<file path="config.mk">
export PLATFORM = sky130hd
export DESIGN_NAME = windowed_pid_controller_top
export DESIGN_NICKNAME = d
export VERILOG_FILES = /design/src/hw/rtl/wpid_pkg.sv /design/src/hw/rtl/wpid_cell.sv /design/src/hw/rtl/wpid_window.sv /design/src/hw/rtl/windowed_pid_controller_top.sv
export SDC_FILE = /design/constraint.sdc
export NUM_CORES = 2
export LEC_CHECK = 0
export BUFFER_PORTS_ARGS = -buffer_cell sky130_fd_sc_hd__clkbuf_2
export CORE_AREA = 8 8 390 392
export DETAILED_ROUTE_END_ITERATION = 16
export DIE_AREA = 0 0 398 400
export HOLD_SLACK_MARGIN = 0.1
export SLEW_MARGIN = 20
export SYNTH_ARGS = -nofsm -noshare
export SYNTH_HDL_FRONTEND = slang
export SYNTH_SLANG_ARGS = --single-unit
export TNS_END_PERCENT = 10
</file>
<file path="constraint.sdc">
create_clock -name aclk -period 13.29 [get_ports aclk]
set_input_delay 2.658 -clock aclk [delete_from_list [all_inputs] [get_ports aclk]]
set_output_delay 2.658 -clock aclk [all_outputs]
set_load 0.02 [all_outputs]
</file>
<file path="src/hw/rtl/wpid_pkg.sv">
// ----------------------------------------------------------------------------
// wpid_pkg
// Shared constants, register codes and types of the windowed PID controller.
// ----------------------------------------------------------------------------
`default_nettype none

package wpid_pkg;

    localparam int RING_DEPTH     = 16;
    localparam int HALF_DEPTH     = RING_DEPTH / 2;
    // window means are arithmetic shifts, so HALF_DEPTH is a power of two
    localparam int HALF_SHIFT     = $clog2(HALF_DEPTH);
    localparam int GAIN_FRAC_BITS = 8;

    localparam int DATA_W = 16;
    localparam int ERR_W  = DATA_W + 1;
    localparam int P_W    = 17;
    localparam int D_W    = 18;
    localparam int SUM_W  = ERR_W + $clog2(RING_DEPTH);
    localparam int PROD_P_W = DATA_W + P_W;
    localparam int PROD_I_W = DATA_W + DATA_W;
    localparam int PROD_D_W = DATA_W + D_W;
    localparam int ACC_W    = PROD_D_W + 2;

    localparam logic signed [SUM_W:0] D_SAT_HI = (SUM_W + 1)'((2 ** (D_W - 1)) - 1);
    localparam logic signed [SUM_W:0] D_SAT_LO = (SUM_W + 1)'(-(2 ** (D_W - 1)));

    // result packing, lowest bit first
    localparam int OUT_BITS   = DATA_W + P_W + DATA_W + D_W;
    localparam int M_TDATA_W  = ((OUT_BITS + 7) / 8) * 8;
    localparam int CFG_IDX_W  = 3;

    typedef enum logic [CFG_IDX_W-1:0] {
        CFG_SETPOINT   = 3'd0,
        CFG_GAIN_P     = 3'd1,
        CFG_GAIN_I     = 3'd2,
        CFG_GAIN_D     = 3'd3,
        CFG_LIMIT_HIGH = 3'd4,
        CFG_LIMIT_LOW  = 3'd5
    } cfg_reg_t;

    typedef struct packed {
        logic signed [SUM_W-1:0] recent;
        logic signed [SUM_W-1:0] older;
    } wpid_sums_t;

endpackage

`default_nettype wire

</file>
<file path="src/hw/rtl/wpid_cell.sv">
// ----------------------------------------------------------------------------
// wpid_cell
// One slot of the error delay line; takes its neighbour's error on a shift.
// ----------------------------------------------------------------------------
`default_nettype none

module wpid_cell (
    input  wire logic                                   aclk,
    input  wire logic                                   aresetn,
    input  wire logic                                   shift_en,
    input  wire logic signed [wpid_pkg::ERR_W-1:0]      d_in,
    output logic signed [wpid_pkg::ERR_W-1:0]           q_out
);

    logic signed [wpid_pkg::ERR_W-1:0] err_reg;

    always_ff @(posedge aclk) begin
        if (!aresetn) begin
            err_reg <= '0;
        end else if (shift_en) begin
            err_reg <= d_in;
        end
    end

    assign q_out = err_reg;

endmodule

`default_nettype wire

</file>
<file path="src/hw/rtl/wpid_window.sv">
// ----------------------------------------------------------------------------
// wpid_window
// Chain of error cells with the running sums of the newer and older halves.
// ----------------------------------------------------------------------------
`default_nettype none

module wpid_window (
    input  wire logic                                   aclk,
    input  wire logic                                   aresetn,
    input  wire logic                                   shift_en,
    input  wire logic signed [wpid_pkg::ERR_W-1:0]      err,
    output wpid_pkg::wpid_sums_t                        sums
);

    localparam int SW = wpid_pkg::SUM_W;
    localparam int EW = wpid_pkg::ERR_W;

    // tap[k] holds the error from k+1 transactions back
    logic signed [EW-1:0] tap [wpid_pkg::RING_DEPTH];
    logic signed [EW-1:0] moving;
    logic signed [EW-1:0] leaving;
    logic signed [SW-1:0] recent_reg, recent_next;
    logic signed [SW-1:0] older_reg, older_next;

    genvar k;
    generate
        for (k = 0; k < wpid_pkg::RING_DEPTH; k++) begin : g_cell
            if (k == 0) begin : g_head
                wpid_cell u_cell (
                    .aclk     (aclk),
                    .aresetn  (aresetn),
                    .shift_en (shift_en),
                    .d_in     (err),
                    .q_out    (tap[k])
                );
            end else begin : g_body
                wpid_cell u_cell (
                    .aclk     (aclk),
                    .aresetn  (aresetn),
                    .shift_en (shift_en),
                    .d_in     (tap[k-1]),
                    .q_out    (tap[k])
                );
            end
        end
    endgenerate

    assign moving  = tap[wpid_pkg::HALF_DEPTH-1];
    assign leaving = tap[wpid_pkg::RING_DEPTH-1];

    always_comb begin
        recent_next = recent_reg + {{(SW-EW){err[EW-1]}}, err}
                                 - {{(SW-EW){moving[EW-1]}}, moving};
        older_next  = older_reg + {{(SW-EW){moving[EW-1]}}, moving}
                                - {{(SW-EW){leaving[EW-1]}}, leaving};
    end

    always_ff @(posedge aclk) begin
        if (!aresetn) begin
            recent_reg <= '0;
            older_reg  <= '0;
        end else if (shift_en) begin
            recent_reg <= recent_next;
            older_reg  <= older_next;
        end
    end

    assign sums.recent = recent_reg;
    assign sums.older  = older_reg;

endmodule

`default_nettype wire

</file>
<file path="src/hw/rtl/windowed_pid_controller_top.sv">
// Pipeline: an accepted sample passes five register stages in order (window sums,
// terms/integral, products, sum, clamp) before its result shows on m_tvalid.
// Throughput: one sample per cycle; each stage holds one transaction and stages
// drain independently, so only a full pipeline stalls s_tready.
// Reset (aresetn low, synchronous): error line, window sums, integral and the
// pipeline valid flags are cleared at once and the registers return to their defaults.
// ----------------------------------------------------------------------------
// windowed_pid_controller_top
// Windowed PID controller with clamped integral and clamped output (Q8.8 gains).
// ----------------------------------------------------------------------------
`default_nettype none

module windowed_pid_controller_top (
    input  wire logic                                       aclk,
    input  wire logic                                       aresetn,
    // sample stream
    input  wire logic                                       s_tvalid,
    output logic                                            s_tready,
    input  wire logic [wpid_pkg::DATA_W-1:0]                s_tdata,  // process_value
    // result stream
    output logic                                            m_tvalid,
    input  wire logic                                       m_tready,
    // drive_value[15:0], p_term[32:16], i_term[48:33], d_term[66:49], zero pad
    output logic [wpid_pkg::M_TDATA_W-1:0]                  m_tdata,
    // register writes
    input  wire logic                                       cfg_valid,
    output logic                                            cfg_ready,
    input  wire logic [wpid_pkg::CFG_IDX_W-1:0]             cfg_index,
    input  wire logic [wpid_pkg::DATA_W-1:0]                cfg_data
);

    localparam int DW = wpid_pkg::DATA_W;
    localparam int EW = wpid_pkg::ERR_W;
    localparam int SW = wpid_pkg::SUM_W;
    localparam int PW = wpid_pkg::P_W;
    localparam int QW = wpid_pkg::D_W;
    localparam int AW = wpid_pkg::ACC_W;

    // ---------------- configuration ----------------
    logic signed [DW-1:0] setpoint_reg, gain_p_reg, gain_i_reg, gain_d_reg;
    logic signed [DW-1:0] limit_high_reg, limit_low_reg;

    assign cfg_ready = 1'b1;

    always_ff @(posedge aclk) begin
        if (!aresetn) begin
            setpoint_reg   <= '0;
            gain_p_reg     <= '0;
            gain_i_reg     <= '0;
            gain_d_reg     <= '0;
            limit_high_reg <= 16'sh7FFF;
            limit_low_reg  <= 16'sh8000;
        end else if (cfg_valid && cfg_ready) begin
            case (wpid_pkg::cfg_reg_t'(cfg_index))
                wpid_pkg::CFG_SETPOINT:   setpoint_reg   <= cfg_data;
                wpid_pkg::CFG_GAIN_P:     gain_p_reg     <= cfg_data;
                wpid_pkg::CFG_GAIN_I:     gain_i_reg     <= cfg_data;
                wpid_pkg::CFG_GAIN_D:     gain_d_reg     <= cfg_data;
                wpid_pkg::CFG_LIMIT_HIGH: limit_high_reg <= cfg_data;
                wpid_pkg::CFG_LIMIT_LOW:  limit_low_reg  <= cfg_data;
                default: ;
            endcase
        end
    end

    // ---------------- stage flow control ----------------
    logic s1_valid_reg, s2_valid_reg, s3_valid_reg, s4_valid_reg, s5_valid_reg;
    logic free1, free2, free3, free4, free5;
    logic accept;

    assign free5    = !s5_valid_reg || m_tready;
    assign free4    = !s4_valid_reg || free5;
    assign free3    = !s3_valid_reg || free4;
    assign free2    = !s2_valid_reg || free3;
    assign free1    = !s1_valid_reg || free2;
    assign s_tready = free1;
    assign accept   = s_tvalid && free1;

    always_ff @(posedge aclk) begin
        if (!aresetn) begin
            s1_valid_reg <= 1'b0;
            s2_valid_reg <= 1'b0;
            s3_valid_reg <= 1'b0;
            s4_valid_reg <= 1'b0;
            s5_valid_reg <= 1'b0;
        end else begin
            if (free1) s1_valid_reg <= s_tvalid;
            if (free2) s2_valid_reg <= s1_valid_reg;
            if (free3) s3_valid_reg <= s2_valid_reg;
            if (free4) s4_valid_reg <= s3_valid_reg;
            if (free5) s5_valid_reg <= s4_valid_reg;
        end
    end

    // ---------------- stage 1: error line and window sums ----------------
    logic signed [EW-1:0]  err;
    wpid_pkg::wpid_sums_t  sums;

    assign err = {s_tdata[DW-1], s_tdata} - {setpoint_reg[DW-1], setpoint_reg};

    wpid_window u_window (
        .aclk     (aclk),
        .aresetn  (aresetn),
        .shift_en (accept),
        .err      (err),
        .sums     (sums)
    );

    // ---------------- stage 2: terms and integral ----------------
    logic signed [SW-1:0]  recent_mean, older_mean;
    logic signed [PW-1:0]  p_next;
    logic signed [SW:0]    d_full;
    logic signed [QW-1:0]  d_next;
    logic signed [DW+1:0]  i_sum;
    logic signed [DW-1:0]  integral_next;
    logic signed [PW-1:0]  p2_reg;
    logic signed [QW-1:0]  d2_reg;
    logic signed [DW-1:0]  integral_reg;

    always_comb begin
        recent_mean = sums.recent >>> wpid_pkg::HALF_SHIFT;
        older_mean  = sums.older >>> wpid_pkg::HALF_SHIFT;
        p_next      = recent_mean[PW-1:0];
        d_full      = {{(SW+1-PW){p_next[PW-1]}}, p_next} - {older_mean[SW-1], older_mean};
        if (d_full > wpid_pkg::D_SAT_HI) begin
            d_next = wpid_pkg::D_SAT_HI[QW-1:0];
        end else if (d_full < wpid_pkg::D_SAT_LO) begin
            d_next = wpid_pkg::D_SAT_LO[QW-1:0];
        end else begin
            d_next = d_full[QW-1:0];
        end
        // anti-windup: upper limit is tested first
        i_sum = {{2{integral_reg[DW-1]}}, integral_reg} + {p_next[PW-1], p_next};
        if (i_sum > $signed({{2{limit_high_reg[DW-1]}}, limit_high_reg})) begin
            integral_next = limit_high_reg;
        end else if (i_sum < $signed({{2{limit_low_reg[DW-1]}}, limit_low_reg})) begin
            integral_next = limit_low_reg;
        end else begin
            integral_next = i_sum[DW-1:0];
        end
    end

    always_ff @(posedge aclk) begin
        if (!aresetn) begin
            integral_reg <= '0;
        end else if (free2 && s1_valid_reg) begin
            integral_reg <= integral_next;
        end
    end

    always_ff @(posedge aclk) begin
        if (free2 && s1_valid_reg) begin
            p2_reg <= p_next;
            d2_reg <= d_next;
        end
    end

    // ---------------- stage 3: gain products ----------------
    logic signed [wpid_pkg::PROD_P_W-1:0] prod_p_reg;
    logic signed [wpid_pkg::PROD_I_W-1:0] prod_i_reg;
    logic signed [wpid_pkg::PROD_D_W-1:0] prod_d_reg;
    logic signed [PW-1:0] p3_reg;
    logic signed [DW-1:0] i3_reg;
    logic signed [QW-1:0] d3_reg;

    always_ff @(posedge aclk) begin
        if (free3 && s2_valid_reg) begin
            prod_p_reg <= gain_p_reg * p2_reg;
            prod_i_reg <= gain_i_reg * integral_reg;
            prod_d_reg <= gain_d_reg * d2_reg;
            p3_reg     <= p2_reg;
            i3_reg     <= integral_reg;
            d3_reg     <= d2_reg;
        end
    end

    // ---------------- stage 4: weighted sum ----------------
    logic signed [AW-1:0] acc_next, acc4_reg;
    logic signed [PW-1:0] p4_reg;
    logic signed [DW-1:0] i4_reg;
    logic signed [QW-1:0] d4_reg;

    assign acc_next = {{(AW-wpid_pkg::PROD_P_W){prod_p_reg[wpid_pkg::PROD_P_W-1]}}, prod_p_reg}
                    + {{(AW-wpid_pkg::PROD_I_W){prod_i_reg[wpid_pkg::PROD_I_W-1]}}, prod_i_reg}
                    + {{(AW-wpid_pkg::PROD_D_W){prod_d_reg[wpid_pkg::PROD_D_W-1]}}, prod_d_reg};

    always_ff @(posedge aclk) begin
        if (free4 && s3_valid_reg) begin
            acc4_reg <= acc_next;
            p4_reg   <= p3_reg;
            i4_reg   <= i3_reg;
            d4_reg   <= d3_reg;
        end
    end

    // ---------------- stage 5: scale, clamp, output register ----------------
    logic signed [AW-1:0] scaled;
    logic signed [DW-1:0] drive_next, drive_reg;
    logic signed [PW-1:0] p5_reg;
    logic signed [DW-1:0] i5_reg;
    logic signed [QW-1:0] d5_reg;

    always_comb begin
        scaled = acc4_reg >>> wpid_pkg::GAIN_FRAC_BITS;
        if (scaled > $signed({{(AW-DW){limit_high_reg[DW-1]}}, limit_high_reg})) begin
            drive_next = limit_high_reg;
        end else if (scaled < $signed({{(AW-DW){limit_low_reg[DW-1]}}, limit_low_reg})) begin
            drive_next = limit_low_reg;
        end else begin
            drive_next = scaled[DW-1:0];
        end
    end

    always_ff @(posedge aclk) begin
        if (free5 && s4_valid_reg) begin
            drive_reg <= drive_next;
            p5_reg    <= p4_reg;
            i5_reg    <= i4_reg;
            d5_reg    <= d4_reg;
        end
    end

    assign m_tvalid = s5_valid_reg;
    assign m_tdata  = {{(wpid_pkg::M_TDATA_W - wpid_pkg::OUT_BITS){1'b0}},
                       d5_reg, i5_reg, p5_reg, drive_reg};

endmodule

`default_nettype wire

</file>
Word-level counts from Yosys, hierarchy flattened
Cells that the tools add are included.
{ "word_totals": {"register_bits": 769, "word_cells": 96} }
{ "classes": {"n_addsub": 9, "n_mul": 3, "magnitude_cmp": 6, "n_eq_ne": 5, "muxes": 5, "n_reduce_logical": 22} }
{ "ops": {"columns": ["op", "count"], "rows": [
  ["two-way mux 16 bit", 4],
  ["adder 21 bit", 2],
  ["subtractor 21 bit", 2],
  ["adder 34 x 34 -> 35 bit", 1],
  ["adder 33 x 32 -> 34 bit", 1],
  ["multiplier 16 x 18 -> 34 bit", 1],
  ["multiplier 16 x 17 -> 33 bit", 1],
  ["multiplier 16 x 16 -> 32 bit", 1],
  ["greater-than comparator 27 x 16 -> 1 bit", 1],
  ["less-than comparator 27 x 16 -> 1 bit", 1],
  ["greater-than comparator 19 x 18 -> 1 bit (second input constant)", 1],
  ["less-than comparator 19 x 18 -> 1 bit (second input constant)", 1],
  ["subtractor 17 x 18 -> 19 bit", 1],
  ["adder 16 x 17 -> 18 bit", 1],
  ["greater-than comparator 18 x 16 -> 1 bit", 1],
  ["less-than comparator 18 x 16 -> 1 bit", 1],
  ["two-way mux 18 bit", 1],
  ["subtractor 16 x 16 -> 17 bit", 1],
  ["AND reduction 2 bit", 6],
  ["== test 3 x 2 -> 1 bit (second input constant)", 2],
  ["== test 3 bit (second input constant)", 2],
  ["logical AND 1 bit", 5],
  ["zero test 1 bit", 5],
  ["logical OR 1 bit", 5],
  ["other kinds (2)", 2]
]} }

Logic depth before layout (Yosys ltp)
{ "depth": {"word_depth": 7, "depth_mapped": 25} }

Modules after synthesis
Synthesis repeated with hierarchy kept, for this count alone.
{ "unflattened": {"hier_cells": 6568, "hier_area_um2": 67198.2} }
{ "modules_own_cells": {"columns": ["mod", "instances", "cells_each", "area_per_inst_um2"], "rows": [
  ["windowed_pid_controller_top", 1, 5083, 51943.6],
  ["wpid_cell", 16, 54, 651.9],
  ["wpid_window", 1, 621, 4824.6]
]} }

Worst setup path after synthesis
OpenSTA, ideal clock, no wires.
{ "synth_path": {"path_kind": "input to register", "start": "input m_tready", "end": "register d3_reg[0], enable pin", "setup_ns": 0.678, "arrival_ns": 9.638, "t_required_ns": 12.612, "slack_ns": 2.973, "stages": 4, "n_path_buf": 1, "cell_sequence": "nor2b_1 -> and3_1 -> clkbuf_1 -> nor2b_1"} }
{ "synth_via": {"elab_chain_cells": 4} }
{ "synth_lines": {"columns": ["element", "line_no", "rtl"], "rows": [
  ["start: declaration", "windowed_pid_controller_top.sv:22", "input wire logic m_tready,"],
  ["logical OR 1 bit", "windowed_pid_controller_top.sv:71", "assign free5 = !s5_valid_reg || m_tready;"],
  ["logical OR 1 bit", "windowed_pid_controller_top.sv:72", "assign free4 = !s4_valid_reg || free5;"],
  ["logical OR 1 bit", "windowed_pid_controller_top.sv:73", "assign free3 = !s3_valid_reg || free4;"],
  ["logical AND 1 bit", "windowed_pid_controller_top.sv:167", "if (free3 && s2_valid_reg) begin"],
  ["end signal: assignment", "windowed_pid_controller_top.sv:173", "d3_reg <= d2_reg;"],
  ["end: declaration", "windowed_pid_controller_top.sv:164", "logic signed [QW-1:0] d3_reg;"]
]} }
No other way between the ends.
A chain may end at the register's enable or synchronous reset.

Final worst setup path
{ "layout_path": {"start": "register integral_reg[1]", "end": "register prod_i_reg[31] (netlist name), data pin"} }
{ "layout_via": {"elab_chain_cells": 1} }
{ "layout_lines": {"columns": ["element", "line_no", "rtl"], "rows": [
  ["start: declaration", "windowed_pid_controller_top.sv:118", "logic signed [DW-1:0] integral_reg;"],
  ["start signal: assignment", "windowed_pid_controller_top.sv:147", "integral_reg <= integral_next;"],
  ["multiplier 16 x 16 -> 32 bit", "windowed_pid_controller_top.sv:169", "prod_i_reg <= gain_i_reg * integral_reg;"],
  ["end signal: assignment", "windowed_pid_controller_top.sv:169", null],
  ["end: declaration", "windowed_pid_controller_top.sv:160", "logic signed [wpid_pkg::PROD_I_W-1:0] prod_i_reg;"]
]} }
No other way between the ends.

==> impl_results.md <==
* Final non-filler cell total at 8809
* Relative slew slack at roughly 22%
* Worst setup SP type: flop
* Flop-to-flop setup slack at 5970 ps
* Largest net degree at the start of global routing at 243
* Crit Path Category: reg -> reg
* Xor/xnor share of the synthesized area at 2.617%
* Logic depth of the worst register-to-register path at 19
* Critical Path RT at 13740 ps
* H-tree depth at 3
* Worst skew pair latency at 710 ps
* Placed insts at 8647
* Worst vdd ir at 0.1143 mV
* Largest cells by area after synthesis: fa_1, edfxtp_1, dfxtp_1, ha_1, nand2_1
* Setup total negative slack at 0 ps
* CTS tree: done
* Switch share at 39.22%
* Die area at between 150000 and 200000 um^2
* Psw at 3.586 mW
* Die width at 398 um
* Most frequent cells in the layout: nand2_1, inv_1, fa_1
* Post-synth ARST share at 0%
* Clock Skews at 78.03 ps
* Largest delay share family, worst path: adder cells
* Post-synth EDFFs at 330
* Unrepaired setup endpoints after global routing: false
* Synth area leader: fa_1
* Setup-failing EPs final at 0
* F_max at approximately 140 MHz
* Vias in the first global route at 46770
* Pwr Total at 9.142 mW
* Post-synthesis adder-cell area fraction at between 30% and 40%
* Initial core utilization at 44.61%
* I/O pin count at 115
* Cell Area, Synth at 65250 um^2
* Hold violation count in the final report at 0
* Drc violations at 0
* Total GRT Usage at 21.27%
* Inserted Clock Buffers at 86
* Buf+Inv Stages, Crit Path at 3
* First-pass GRT wire length at about 270 mm
* Layout net count at 8215
* Post-cts sizing count at 0
* Combinational Power Share at 38.8%
* Wire length per cell at 19.03 um
* Initial antenna violation count at 7
* Clk buf depth at 3
* CP Capture Type: flop
* Setup Buffers After CTS at 0
* Slowest stage delay, CP at 940 ps
* Mux cell area share after synthesis at 0.9626%
* Most common cell after layout, fill and taps aside: nand2_1
* Sequential Power Share at 34.7%
* Synth Area in Simple Gates at between 10 and 15%
* Reg2reg end: prod_i_reg[31]
* Leakage power figure at 31.73 nW
* Root Buffer: clkbuf_16
* Largest family of logic cells by synthesized area: adder cells
* Layout filler cell count at approximately 14000
* Sequential fraction of the synthesis area at 28.38%
* Post-Syn Instances at 6824
* Core Area at 146300 um^2
* Drt first pass iters at 8
* Total grt overflow at 0
* Vias per cell at roughly 5.3
* Clk pin slew, worst setup/hold paths at 60 ps
* Outcome: finished, final reports clean
* Ys Warns at 0
* WL final at between 150 and 200 mm
* Clock sinks at 760
* Hpwl dp at 126.5 mm
* CP arrival at slightly below 8000 ps
* Die extent in y at 400 um
* Worst path depth at 19
* Main flop type after synthesis: dfxtp_1
* Synth Area in Compound Gates at a little under a tenth
* DRT iter0 DRCs at about 3700
* Crit-path max FO at 20
* Unique masters post-synth at between 70 and 80
* Worst path cell trace: nand2_1 -> inv_1 -> fa_1 -> fa_1 -> fa_1 -> fa_1 -> fa_1 -> inv_1 -> fa_1 -> inv_1 -> ha_1 -> o21a_1 -> o21ai_0 -> o221ai_1 -> o311ai_0 -> nand2_1 -> a31o_2 -> a21oi_1 -> xnor2_1
* Setup crit end: prod_i_reg[31]
* Final Slew Violations at 0
* GPL Wtd Cong at 0.9051
* Flip-flop and latch count after synthesis at 760
* Pint at between 5 and 6 mW
* RR Startpoint: integral_reg[1]
* Clock share of power at 26.6%
* Period utilisation layout at 55.06%
* Routed Antenna Nets at 0
* Hold buffers post-CTS at 0
* Slowest cell on the critical path: fa_1
* Avg Cell Area, Syn at 9.562 um^2
* Pwr dens at 129.5 nW/um^2
* Worst hold path class: reg -> reg
* Port bufs at around 110
* Worst Max-Slew Pin Slew at 1164 ps
* Area growth syn-to-layout at 8.217%
* FP Rows at approximately 140
* Util after Layout at slightly below 50%
* Fin crit period at ~7300 ps
* CP startpoint: integral_reg[1]
* Synth top area share at approximately 28%
* Share of layout cells above drive strength 1 at 5.018%
* Number of flip-flops in the largest register at 255
* DR vias at roughly 46000
* Number of max-cap violations at 0
* Most common cell type on the critical path: fa_1
[cell families (layout without fill, tap and decap cells)]
group	after synthesis	in the layout
AO/OA/AOI/OAI	993	993
XOR/XNOR	195	195
adder cells (fa/ha/maj)	1372	1372
buffers and inverters	1349	1396
flip-flops	760	760
multiplexers	61	61
other	2	10
AND/OR/NAND/NOR	2092	2092
[layout make-up]
| class | count | area, um^2 | share of cell area, % |
|---|---|---|---|
| repair buffers | 158 | 957.2 | 1.356 |
| clock buffers | 119 | 2429 | 3.439 |
| diodes | 4 | 10.01 | 0.01418 |
| multi-input cells | 4719 | 41720 | 59.08 |
| well taps | 1930 | 2415 | 3.420 |
| clock inverters | 39 | 505.5 | 0.7159 |
| flip-flops and latches | 760 | 18520 | 26.22 |
| inverters | 1080 | 4061 | 5.752 |
[synth_stat cells (all sizes together), types with 19 or more instances]
cell type,count
and3,19
o21ai,135
xnor2,143
o211ai,34
ha,467
mux2i,47
and2,402
nor2b,43
xor2,52
o21bai,20
nand3,50
fa,903
a21o,67
dfxtp,430
edfxtp,330
nor2,200
nand2,1227
nor3,40
nand4,23
clkbuf,256
a211oi,29
a21oi,549
inv,1080
o21a,36
nand2b,43
[worst reg2reg max path, cell delays in order (launching register included)]
cell      delay, ps
dfxtp_1         880
nand2_1         230
inv_1           170
fa_1            550
fa_1            940
fa_1            540
fa_1            500
fa_1            490
inv_1            50
fa_1            470
inv_1            40
ha_1            320
o21a_1          210
o21ai_0         310
o221ai_1        180
o311ai_0        560
nand2_1         160
a31o_2          270
a21oi_1         170
xnor2_1          80
[routing by layer]
metal	global-route usage [%]	up-vias	wire length [um]
li1	-	21620	-
met1	30.04	23260	75700
met2	34.21	1161	76420
met3	2.827	240	9918
met4	6.559	0	5600
met5	0	-	0
[per-stage QoR]
| step | hold slack, ps | instance area (um^2) | setup slack [ps] |
|---|---|---|---|
| 2_1_floorplan | 400.3 | 65270 | 2973 |
| 3_3_place_gp | 400.8 | 67650 | 5699 |
| 3_5_place_dp | 404.5 | 67650 | 5671 |
| 4_1_cts | 380.8 | 70590 | 5970 |
| 5_1_grt | 390.1 | 70600 | 5612 |
| 6_report | 372.9 | 70610 | 5973 |
[worst min path at each step]
| stage | to | from | depth (start not counted) | slack [ps] |
|---|---|---|---|---|
| floorplan | d4_reg[0] | d3_reg[0] | 0 | 400 |
| global placement | p5_reg[2] | p4_reg[2] | 0 | 400 |
| detailed placement | d4_reg[1] | d3_reg[1] | 0 | 400 |
| CTS | i4_reg[2] | i3_reg[2] | 0 | 380 |
| global route | i4_reg[2] | i3_reg[2] | 0 | 390 |
| finish | i4_reg[2] | i3_reg[2] | 0 | 370 |
[power groups by stage]
stage / combinational, mW / clock [mW] / sequential, mW
2_1_floorplan: 2.73 / 0 / 2.88
3_3_place_gp: 3.48 / 0 / 3.21
3_5_place_dp: 3.52 / 0 / 3.21
4_1_cts: 3.55 / 2.48 / 3.16
5_1_grt: 4.00 / 2.58 / 3.18
6_report: 3.55 / 2.43 / 3.17
(Power assumes the default switching activity.)
